$ cat config.mk
export PLATFORM = sky130hd
export DESIGN_NAME = third_order_multibit_sigma_delta_flat
export DESIGN_NICKNAME = d
export VERILOG_FILES = /design/src/rtl/tosd_pkg.sv /design/src/rtl/tosd_sample_if.sv /design/src/rtl/tosd_level_if.sv /design/src/rtl/third_order_multibit_sigma_delta.sv /design/src/flat_wrapper.sv
export SDC_FILE = /design/constraint.sdc
export NUM_CORES = 1
export LEC_CHECK = 0
export BUFFER_PORTS_ARGS = -buffer_cell sky130_fd_sc_hd__buf_2
export CAP_MARGIN = 20
export CORE_MARGIN = 2
export CORE_UTILIZATION = 30
export DETAILED_ROUTE_END_ITERATION = 12
export PLACE_DENSITY_LB_ADDON = 0.08
export SYNTH_ARGS = -nofsm -noshare
export SYNTH_HDL_FRONTEND = slang
export SYNTH_SLANG_ARGS = --single-unit
$ cat constraint.sdc
create_clock -name i_clk -period 25.9 [get_ports i_clk]
set_input_delay 2.59 -clock i_clk [delete_from_list [all_inputs] [get_ports i_clk]]
set_output_delay 2.59 -clock i_clk [all_outputs]
set_load 0.01 [all_outputs]
$ cat src/rtl/tosd_pkg.sv
// shared constants and helpers for the third order multibit sigma-delta modulator
package tosd_pkg;

    localparam int ACC_W = 32;
    localparam int SUM_W = ACC_W + 3;

    typedef logic signed [ACC_W-1:0] t_acc;
    typedef logic signed [SUM_W-1:0] t_sum;

    function automatic t_acc sat_acc(input t_sum v);
        logic hi_same;
        t_acc res;
        hi_same = (v[SUM_W-1:ACC_W-1] == '0) || (v[SUM_W-1:ACC_W-1] == '1);
        if (hi_same) begin
            res = v[ACC_W-1:0];
        end else if (v[SUM_W-1]) begin
            res = {1'b1, {(ACC_W-1){1'b0}}};
        end else begin
            res = {1'b0, {(ACC_W-1){1'b1}}};
        end
        return res;
    endfunction

endpackage

$ cat src/rtl/tosd_sample_if.sv
// valid/ready channel carrying one input sample
interface tosd_sample_if #(
    parameter int SAMPLE_BITS = 16
);
    logic                   valid;
    logic                   ready;
    logic [SAMPLE_BITS-1:0] sample;

    modport source (output valid, output sample, input ready);
    modport sink (input valid, input sample, output ready);
endinterface

$ cat src/rtl/tosd_level_if.sv
// valid/ready channel carrying one dac level code and its clip flag
interface tosd_level_if #(
    parameter int LEVEL_BITS = 5
);
    logic                  valid;
    logic                  ready;
    logic [LEVEL_BITS-1:0] level_code;
    logic                  clipped;

    modport source (output valid, output level_code, output clipped, input ready);
    modport sink (input valid, input level_code, input clipped, output ready);
endinterface

$ cat src/rtl/third_order_multibit_sigma_delta.sv
// third order multibit sigma-delta modulator, one sample per unstalled clock
//
// usage:
//   i_smp carries one unsigned sample per oversampling tick (fraction of full
//   scale, sample / 2^SAMPLE_BITS). o_lvl returns one transaction per sample:
//   a LEVEL_BITS-bit dac level code and a flag set when the rounded level fell
//   outside 0..2^LEVEL_BITS-1 and was clamped.
//   a sample goes into an input register, the three saturating integrator
//   adds and the round/clamp run combinationally from that register, and the
//   result lands in the output register, where o_lvl.valid rises; a stalled
//   output can hold the sample in the input register between the two.
//   throughput is one sample per clock while the output is not stalled; the
//   integrator feedback loop closes through the adds and the rounder.
//   reset (synchronous, active low) clears both pipeline valids, the three
//   integrators and the fed-back level.
//   when the receiver stalls, the result holds in the output register and one
//   more sample is taken into the input register; after that i_smp.ready
//   drops until the output transaction completes.
module third_order_multibit_sigma_delta #(
    parameter int LEVEL_BITS  = 5,
    parameter int SAMPLE_BITS = 16
) (
    input  logic i_clk,
    input  logic i_rst_n,
    tosd_sample_if.sink  i_smp,
    tosd_level_if.source o_lvl
);

    localparam int ACC_W = tosd_pkg::ACC_W;
    localparam int SUM_W = tosd_pkg::SUM_W;
    localparam int Q_W   = ACC_W - SAMPLE_BITS;
    localparam logic [LEVEL_BITS-1:0] LMAX = '1;
    localparam logic [ACC_W:0] HALF = (ACC_W + 1)'(1) << (SAMPLE_BITS - 1);

    logic                   r_in_valid;
    logic [SAMPLE_BITS-1:0] r_sample;
    logic                   r_out_valid;
    logic [LEVEL_BITS-1:0]  r_out_level;
    logic                   r_out_clip;
    tosd_pkg::t_acc         r_acc1;
    tosd_pkg::t_acc         r_acc2;
    tosd_pkg::t_acc         r_acc3;
    logic [LEVEL_BITS-1:0]  r_fb_level;

    tosd_pkg::t_acc         n_acc1;
    tosd_pkg::t_acc         n_acc2;
    tosd_pkg::t_acc         n_acc3;
    logic [LEVEL_BITS-1:0]  n_level;
    logic                   n_clip;

    logic                   w_adv;
    logic [SUM_W-1:0]       w_x;
    logic [SUM_W-1:0]       w_fb;
    logic signed [ACC_W:0]  w_t;
    logic [Q_W-1:0]         w_q;

    assign w_adv       = r_in_valid && (!r_out_valid || o_lvl.ready);
    assign i_smp.ready = !r_in_valid || w_adv;

    // input scaled by full-scale level, feedback level aligned to the q point
    assign w_x  = SUM_W'(r_sample) * SUM_W'(LMAX);
    assign w_fb = SUM_W'(r_fb_level) << SAMPLE_BITS;

    always_comb begin
        n_acc1 = tosd_pkg::sat_acc(tosd_pkg::t_sum'(r_acc1) + $signed(w_x) - $signed(w_fb));
        n_acc2 = tosd_pkg::sat_acc(tosd_pkg::t_sum'(r_acc2) + tosd_pkg::t_sum'(n_acc1)
                                   - $signed(w_fb));
        n_acc3 = tosd_pkg::sat_acc(tosd_pkg::t_sum'(r_acc3) + tosd_pkg::t_sum'(n_acc2)
                                   - $signed(w_fb));
    end

    // round half up, then clamp to the dac range
    always_comb begin
        w_t = {n_acc3[ACC_W-1], n_acc3} + $signed(HALF);
        w_q = w_t[ACC_W-1:SAMPLE_BITS];
        if (w_t[ACC_W]) begin
            n_level = '0;
            n_clip  = 1'b1;
        end else if (w_q > Q_W'(LMAX)) begin
            n_level = LMAX;
            n_clip  = 1'b1;
        end else begin
            n_level = w_q[LEVEL_BITS-1:0];
            n_clip  = 1'b0;
        end
    end

    always_ff @(posedge i_clk) begin
        if (!i_rst_n) begin
            r_in_valid <= 1'b0;
        end else if (i_smp.ready) begin
            r_in_valid <= i_smp.valid;
        end
    end

    always_ff @(posedge i_clk) begin
        if (i_smp.valid && i_smp.ready) begin
            r_sample <= i_smp.sample;
        end
    end

    always_ff @(posedge i_clk) begin
        if (!i_rst_n) begin
            r_out_valid <= 1'b0;
            r_acc1      <= '0;
            r_acc2      <= '0;
            r_acc3      <= '0;
            r_fb_level  <= '0;
        end else if (w_adv) begin
            r_out_valid <= 1'b1;
            r_acc1      <= n_acc1;
            r_acc2      <= n_acc2;
            r_acc3      <= n_acc3;
            r_fb_level  <= n_level;
        end else if (o_lvl.ready) begin
            r_out_valid <= 1'b0;
        end
    end

    always_ff @(posedge i_clk) begin
        if (w_adv) begin
            r_out_level <= n_level;
            r_out_clip  <= n_clip;
        end
    end

    assign o_lvl.valid      = r_out_valid;
    assign o_lvl.level_code = r_out_level;
    assign o_lvl.clipped    = r_out_clip;

    // feedback always matches the code just handed to the output register
    a_fb_matches_out: assert property (@(posedge i_clk) disable iff (!i_rst_n)
        w_adv |=> (r_fb_level == r_out_level))
        else $error("fed-back level differs from output code");

    // a clipped code sits on a rail
    a_clip_on_rail: assert property (@(posedge i_clk) disable iff (!i_rst_n)
        (r_out_valid && r_out_clip) |-> (r_out_level == '0 || r_out_level == LMAX))
        else $error("clipped code not at a rail");

    // a held input sample is not overwritten
    a_in_hold: assert property (@(posedge i_clk) disable iff (!i_rst_n)
        (r_in_valid && !w_adv) |=> (r_in_valid && $stable(r_sample)))
        else $error("stalled input register lost its sample");

    // no acceptance into a full input register that cannot drain
    a_no_overrun: assert property (@(posedge i_clk) disable iff (!i_rst_n)
        (r_in_valid && !w_adv) |-> !i_smp.ready)
        else $error("input accepted while stage is blocked");

    // state only moves when a result is produced
    a_state_hold: assert property (@(posedge i_clk) disable iff (!i_rst_n)
        !w_adv |=> ($stable(r_acc1) && $stable(r_acc3) && $stable(r_fb_level)))
        else $error("integrator state changed without a transaction");

endmodule
$ cat src/flat_wrapper.sv
// flat-port wrapper written by rule: the top's interface ports become plain ports
module third_order_multibit_sigma_delta_flat 
#(
    parameter int LEVEL_BITS  = 5,
    parameter int SAMPLE_BITS = 16
)
  (i_clk, i_rst_n, i_smp_valid, i_smp_sample, i_smp_ready, o_lvl_valid, o_lvl_level_code, o_lvl_clipped, o_lvl_ready);
  tosd_sample_if #(.SAMPLE_BITS(SAMPLE_BITS)) i_smp_i ();
  tosd_level_if #(.LEVEL_BITS(LEVEL_BITS)) o_lvl_i ();
  input  logic i_clk;
  input  logic i_rst_n;
  input wire logic [$bits(i_smp_i.valid)-1:0] i_smp_valid;
  input wire logic [$bits(i_smp_i.sample)-1:0] i_smp_sample;
  output wire logic [$bits(i_smp_i.ready)-1:0] i_smp_ready;
  output wire logic [$bits(o_lvl_i.valid)-1:0] o_lvl_valid;
  output wire logic [$bits(o_lvl_i.level_code)-1:0] o_lvl_level_code;
  output wire logic [$bits(o_lvl_i.clipped)-1:0] o_lvl_clipped;
  input wire logic [$bits(o_lvl_i.ready)-1:0] o_lvl_ready;
  assign i_smp_i.valid = i_smp_valid;
  assign i_smp_i.sample = i_smp_sample;
  assign i_smp_ready = i_smp_i.ready;
  assign o_lvl_valid = o_lvl_i.valid;
  assign o_lvl_level_code = o_lvl_i.level_code;
  assign o_lvl_clipped = o_lvl_i.clipped;
  assign o_lvl_i.ready = o_lvl_ready;
  third_order_multibit_sigma_delta #(.LEVEL_BITS(LEVEL_BITS), .SAMPLE_BITS(SAMPLE_BITS)) u_core (.i_clk(i_clk), .i_rst_n(i_rst_n), .i_smp(i_smp_i), .o_lvl(o_lvl_i));
endmodule
==> qor.csv, run 1 <==
stage,metric,value,unit
sta,rsz0062_at_grt,false,
global_routing,grtUsageMet2,0.281,
cts,cts_buffer_depth,2,
floorplanning,num_rows,80,
cts,post_cts_buffers,0,
cts,cts_root_buf,clkbuf_16,
logic_synthesis,synth-seq-cells,125,
logic_synthesis,yosysWarnings,0,
floorplanning,core-area,47900,um^2
global_routing,grt_use_met3,0.0231,
critical_path,critPathSlowestCell,o21a_1,
global_routing,overflow,0,
placement,gp_congestion,0.854,
route,wire_per_inst,18.5,um
global_routing,met1_usage,0.264,
critical_path,path_class,reg2reg,
placement,dpl.hpwl,35.8,mm
finish,antenna_cells,0,
logic_synthesis,syn_nets,2050,
critical_path,cp.arrival,22.22,ns
logic_synthesis,synth.cell_area,14700,um^2
cts,cts_resized,0,
cts,cts_buffers,17,
logic_synthesis,ys_types,108,
sta,fin_setup_tns,0,ns
route,ant_nets,0,
sta,max_freq,45.5,MHz
floorplanning,die_w,225,um
status,outcome,completed,
cts,cts_tree,built,
floorplanning,initial_core_util,0.306,
sta,finalSetupViolCount,0,
critical_path,worst_setup_path_end_kind,flip-flop,
cts,cts_hold_buf,0,
cts,clkLatencyLatePin,0.49,ns
finish,drive_above_1_share,0.0803,
cts,cts.sinks,125,
global_routing,grt_max_degree,79,
finish,syn_to_final_growth,8.81,%
logic_synthesis,synth-main-ff-cell,dfxtp_1,
floorplanning,io-pin-count,28,
global_routing,grt_pass1_wl,72.3,mm
route,route.detailed.drc,0,
logic_synthesis,synth_cells,1850,
sta,slew_viol_final,0,
finish,fillers,5058,
global_routing,track_usage,0.183,
route,viasPerCell,5.40,
critical_path,start_kind,flip-flop,
global_routing,top_usage_layer,met2,
floorplanning,die_area,50600,um^2
sta,hold_violations,0,
critical_path,crit_required,26.12,ns
sta,min_period_over_period,0.849,
global_routing,antenna_found_initial,0,
route,drt-initial-drc-count,827,
critical_path,reg2reg_slack,3.90,ns
flow_run,cap_violations,0,
sta,clock_skew,0.00982,ns
route,wl,45.6,mm
floorplanning,die_h,225,um
logic_synthesis,post-synth-top-area-cell,dfxtp_1,
finish,num-nets-final,2031,
cts,h-tree-depth,4,
global_routing,grt_pass1_vias,12903,
sta,max_slew.worst_pin.slew,0.964,ns
sta,fin_crit,22.00,ns
critical_path,max_stage_delay,0.60,ns
logic_synthesis,synthArstFlopShare,0,
route,num_vias,13286,
logic_synthesis,synth_edf_count,22,
cts,clkTransAtPathRegs,0.06,ns
sta,relSlewSlack,0.353,
hold_path,holdCritPathClass,reg2reg,
critical_path,crit_fanout,32,
logic_synthesis,synth_top_area_share,0.141,
logic_synthesis,synth.area.top_cells,"dfxtp_1, ha_1, fa_1",
finish,utilization,0.333,
logic_synthesis,yosysSeqAreaShare,0.186,
critical_path,crit_top_cell,a21oi_1,
route,drtPass1Iterations,5,
placement,port_buffers,27,
logic_synthesis,avgSynthCellArea,7.92,um^2
sequential cells by signal, summed over array words and instances (netlist names):
name,count
u_core.o_lvl.valid,1
u_core.r_in_valid,1
u_core.r_acc1,32
u_core.o_lvl.level_code,5
u_core.r_sample,16
u_core.r_acc2,32
u_core.r_acc3,32
u_core.o_lvl.clipped,1
u_core.r_fb_level,5
logic make-up after synthesis:
kind of cell | Yosys count | synth area share
muxes | 11 | 0.00768
xor gates and xnor gates | 128 | 0.0775
DFF | 125 | 0.186
and+or+nand+nor | 566 | 0.198
adders and majority gates | 182 | 0.179
AOI/OAI and AO/OA | 618 | 0.291
buffers and inverters | 220 | 0.0598
metal layers:
layer / vias to the layer above / wire (um)
met5: - / 0
met4: 0 / 803
met1: 6359 / 23600
met2: 221 / 19700
met3: 38 / 1500
li1: 6668 / -
cell usage after synthesis (7+ instances only):
master    instances
a21oi_1         134
dfxtp_1         103
buf_2            17
o21a_1           27
and3_1           17
or3_1             9
edfxtp_1         22
a211o_1          10
clkbuf_1         52
a21boi_0         23
o21bai_1         20
and4_1            7
nor3_1           41
or2_2             7
a21o_1           41
nand3_1          42
nand2_1         186
nor4_1           13
o22ai_1           9
xor2_1           44
o31ai_1          12
a22o_1           12
xnor2_1          82
mux2i_1           9
a31oi_1          38
inv_1           139
o21ai_1          14
and2_1           23
ha_1            133
nor2_1           93
nand2b_1         27
fa_1             47
nor2b_1          37
o21ai_0         137
o211a_1          24
nand4_1          14
o211ai_1         17
a211oi_1         19
final timing paths:
kind                                                    to  cells after the start          startpoint
worst max-delay path            u_core.o_lvl.level_code[0]                     91  u_core.r_sample[0]
worst min-delay path                      u_core.r_acc3[2]                      2    u_core.r_acc3[2]
worst max register to register  u_core.o_lvl.level_code[0]                     91  u_core.r_sample[0]
worst min register to register            u_core.r_acc3[2]                      2    u_core.r_acc3[2]
layout by cell type, fill, tap and decap left out, types with 17 or more instances in the layout:
cell type,n
a21o_1,41
o21ai_0,137
o211a_1,24
buf_2,27
a31oi_1,38
nor2b_1,37
a21oi_1,133
nand3_1,42
xor2_1,44
ha_1,133
nand2_1,186
and3_1,17
nand2b_1,26
and2_1,23
o21a_1,27
nor3_1,41
xnor2_1,82
o21bai_1,20
fa_1,47
inv_1,139
nor2_1,93
dfxtp_1,103
edfxtp_1,22
a211oi_1,19
clkbuf_16,18
a21boi_0,23
o211ai_1,17
worst max-delay path, delay by kind of cell, from the launching register on:
| family | cells | cell delay (ns) |
|---|---|---|
| buffers and inverters | 6 | 0.71 |
| and+or+nand+nor | 26 | 5.65 |
| DFF | 1 | 0.45 |
| muxes | 1 | 0.30 |
| xor gates and xnor gates | 3 | 0.49 |
| AOI/OAI and AO/OA | 43 | 9.97 |
| adders and majority gates | 12 | 4.13 |
metrics by stage:
step,hold slack [ns],instance area [um^2],worst slack [ns],instances
floorplan,0.432,14700,7.03,1850
global placement,0.457,15300,4.25,2427
detailed placement,0.465,15300,3.93,2427
CTS,0.475,15900,3.81,2459
global route,0.495,15900,1.80,2459
finish,0.471,15900,3.90,2459
cell type report:
| class | instances | area (um^2) | share of cell area |
|---|---|---|---|
| multi-input cells | 1505 | 11100 | 0.694 |
| clock inverters | 13 | 151 | 0.00949 |
| clock buffers | 19 | 464 | 0.0291 |
| repair buffers | 42 | 248 | 0.0155 |
| flip-flops and latches | 125 | 2720 | 0.171 |
| inverters | 140 | 526 | 0.0330 |
| well taps | 615 | 769 | 0.0483 |
Power of run 1 is left out: the tool's default activity adds up to more than one toggle a clock period on the data nets, which glitch-free logic cannot reach.
==> run 2: changes to the inputs <==
clock period = 17.7 ns   (was 25.9 ns; I/O delays follow)
==> run 2 against run 1 <==
The run now ends with setup timing left. Routed wire length increased by 14%. Cell area up 29%. Sequential cell count did not move. Critical path type unchanged.
==> qor.csv, run 2 (synthesis results as in run 1) <==
stage,metric,value,unit
finish,antenna_cells,0,
floorplanning,io-pin-count,28,
cts,cts_hold_buf,0,
sta,clock_skew,0.0143,ns
sta,slew_viol_final,0,
global_routing,track_usage,0.207,
status,outcome,"complete, but fails checks",
route,num_vias,15055,
critical_path,crit_required,17.90,ns
sta,fin_setup_tns,-4.01,ns
route,drt-initial-drc-count,859,
critical_path,crit_top_cell,buf_4,
critical_path,reg2reg_slack,-0.44,ns
critical_path,ff2ff_path_depth,90,
critical_path,cp_num_cells,90,
critical_path,crit_family,compound AO/OA/AOI/OAI gates,
global_routing,met1_usage,0.297,
hold_path,holdCritPathClass,reg2reg,
critical_path,path_class,reg2reg,
critical_path,critPathBufInv,15,
floorplanning,core-area,47900,um^2
critical_path,max_stage_delay,0.57,ns
global_routing,overflow,0,
placement,place_inst,2858,
sta,rsz0062_at_grt,true,
finish,mostFrequentLayoutCell,buf_4,
cts,cts.sinks,125,
flow_run,cap_violations,0,
critical_path,critPathSlowestCell,fa_1,
sta,min_period_over_period,1.02,
critical_path,r2r_end,u_core.o_lvl.level_code[1],
route,route.detailed.drc,0,
cts,cts_buffers,17,
sta,max_freq,55.1,MHz
finish,layout_common_cells,"buf_4, nand2_1, inv_1",
cts,cts_buffer_depth,2,
sta,hold_violations,0,
global_routing,grt_max_degree,81,
floorplanning,die_area,50600,um^2
cts,clkLatencyLatePin,0.46,ns
status,violations,setup timing,
critical_path,r2r-start,u_core.r_sample[0],
floorplanning,num_rows,80,
finish,syn_to_final_growth,40.8,%
sta,fin_crit,18.14,ns
cts,clkTransAtPathRegs,0.06,ns
global_routing,grt_pass1_vias,14937,
hold_path,hold_path_startpoint,u_core.r_acc3[4],
route,drtPass1Iterations,5,
sta,relSlewSlack,0.331,
sta,finalWorstSetupSlack,-0.441,ns
placement,gp_congestion,0.899,
floorplanning,die_w,225,um
floorplanning,die_h,225,um
critical_path,cp.arrival,18.34,ns
placement,pre_cts_slack,-1.17,ns
finish,final_cells,2945,
placement,dpl.hpwl,41.0,mm
route,wire_per_inst,17.6,um
finish,drive_above_1_share,0.327,
global_routing,grt_use_met3,0.0257,
critical_path,worst_setup_path_end_kind,flip-flop,
placement,port_buffers,27,
route,wl,51.8,mm
cts,cts_tree,built,
critical_path,crit_start,u_core.r_sample[0],
floorplanning,initial_core_util,0.306,
sta,max_slew.worst_pin.slew,1.00,ns
cts,h-tree-depth,4,
finish,num-nets-final,2517,
global_routing,top_usage_layer,met2,
critical_path,endpoint,u_core.o_lvl.level_code[1],
critical_path,crit_fanout,8,
sta,finalSetupViolCount,11,
finish,fillers,4887,
route,viasPerCell,5.11,
cts,cts_root_buf,clkbuf_16,
route,ant_nets,0,
global_routing,grt_pass1_wl,82.2,mm
global_routing,antenna_found_initial,0,
global_routing,grtUsageMet2,0.330,
finish,largest_registers,"u_core.r_acc1 x32, u_core.r_acc2 x32, u_core.r_acc3 x32",
critical_path,start_kind,flip-flop,
==> run 2: cell count changes in the layout (fill, tap and decap cells not counted), moves of 9 or more <==
cell     change
a21oi_1     -29
a21oi_2     +27
buf_4      +472
ha_1        -13
nand2_1      -9
o21ai_0     -18
o21ai_2     +11
==> run 2: worst min path at each step <==
stage | cells after the start | slack, ns | to
global route | 2 | 0.49 | u_core.r_acc3[8]
detailed placement | 2 | 0.46 | u_core.r_acc3[3]
finish | 2 | 0.46 | u_core.r_acc3[4]
CTS | 2 | 0.47 | u_core.r_acc3[27]
global placement | 2 | 0.46 | u_core.r_acc3[19]
floorplan | 2 | 0.43 | u_core.r_acc2[23]
==> run 2: what timing repair did <==
action                     4_1_cts  5_1_grt
gates resized for setup         66       96
cloned                           1        0
setup endpoints to repair       41       43
setup buffers                   31       26
pin swaps                       58       48
==> run 2: worst register-to-register path: cells and delay by family, from the launching register on <==
| kind | cells | cell delay (ns) |
|---|---|---|
| buffers and inverters | 15 | 2.18 |
| and+or+nand+nor | 22 | 3.67 |
| adders and majority gates | 10 | 3.33 |
| DFF | 1 | 0.42 |
| xor gates and xnor gates | 3 | 0.46 |
| AOI/OAI and AO/OA | 39 | 7.56 |
| muxes | 1 | 0.23 |
==> run 2: area by class of cell <==
class                   instances  area [um^2]  share of cell area
well taps                     615          769              0.0373
multi-input cells            1505        11900               0.577
clock inverters                10          171             0.00831
clock buffers                  22          508              0.0246
flip-flops and latches        125         2720               0.132
inverters                     140          526              0.0255
repair buffers                528         4030               0.195
==> run 2: metrics by stage <==
stage | utilization | hold slack (ns) | cell area [um^2]
floorplan | - | 0.432 | 14900
global placement | 0.392 | 0.455 | 18800
detailed placement | 0.392 | 0.464 | 18800
CTS | 0.419 | 0.474 | 20100
global route | 0.430 | 0.492 | 20600
finish | 0.430 | 0.459 | 20600
==> run 2: routing by layer <==
metal,part of all wire,vias to the layer above
met5,0,-
met4,0.013,0
met3,0.026,36
met2,0.44,210
met1,0.52,7173
li1,-,7636
Power of run 2 is left out for the same reason.
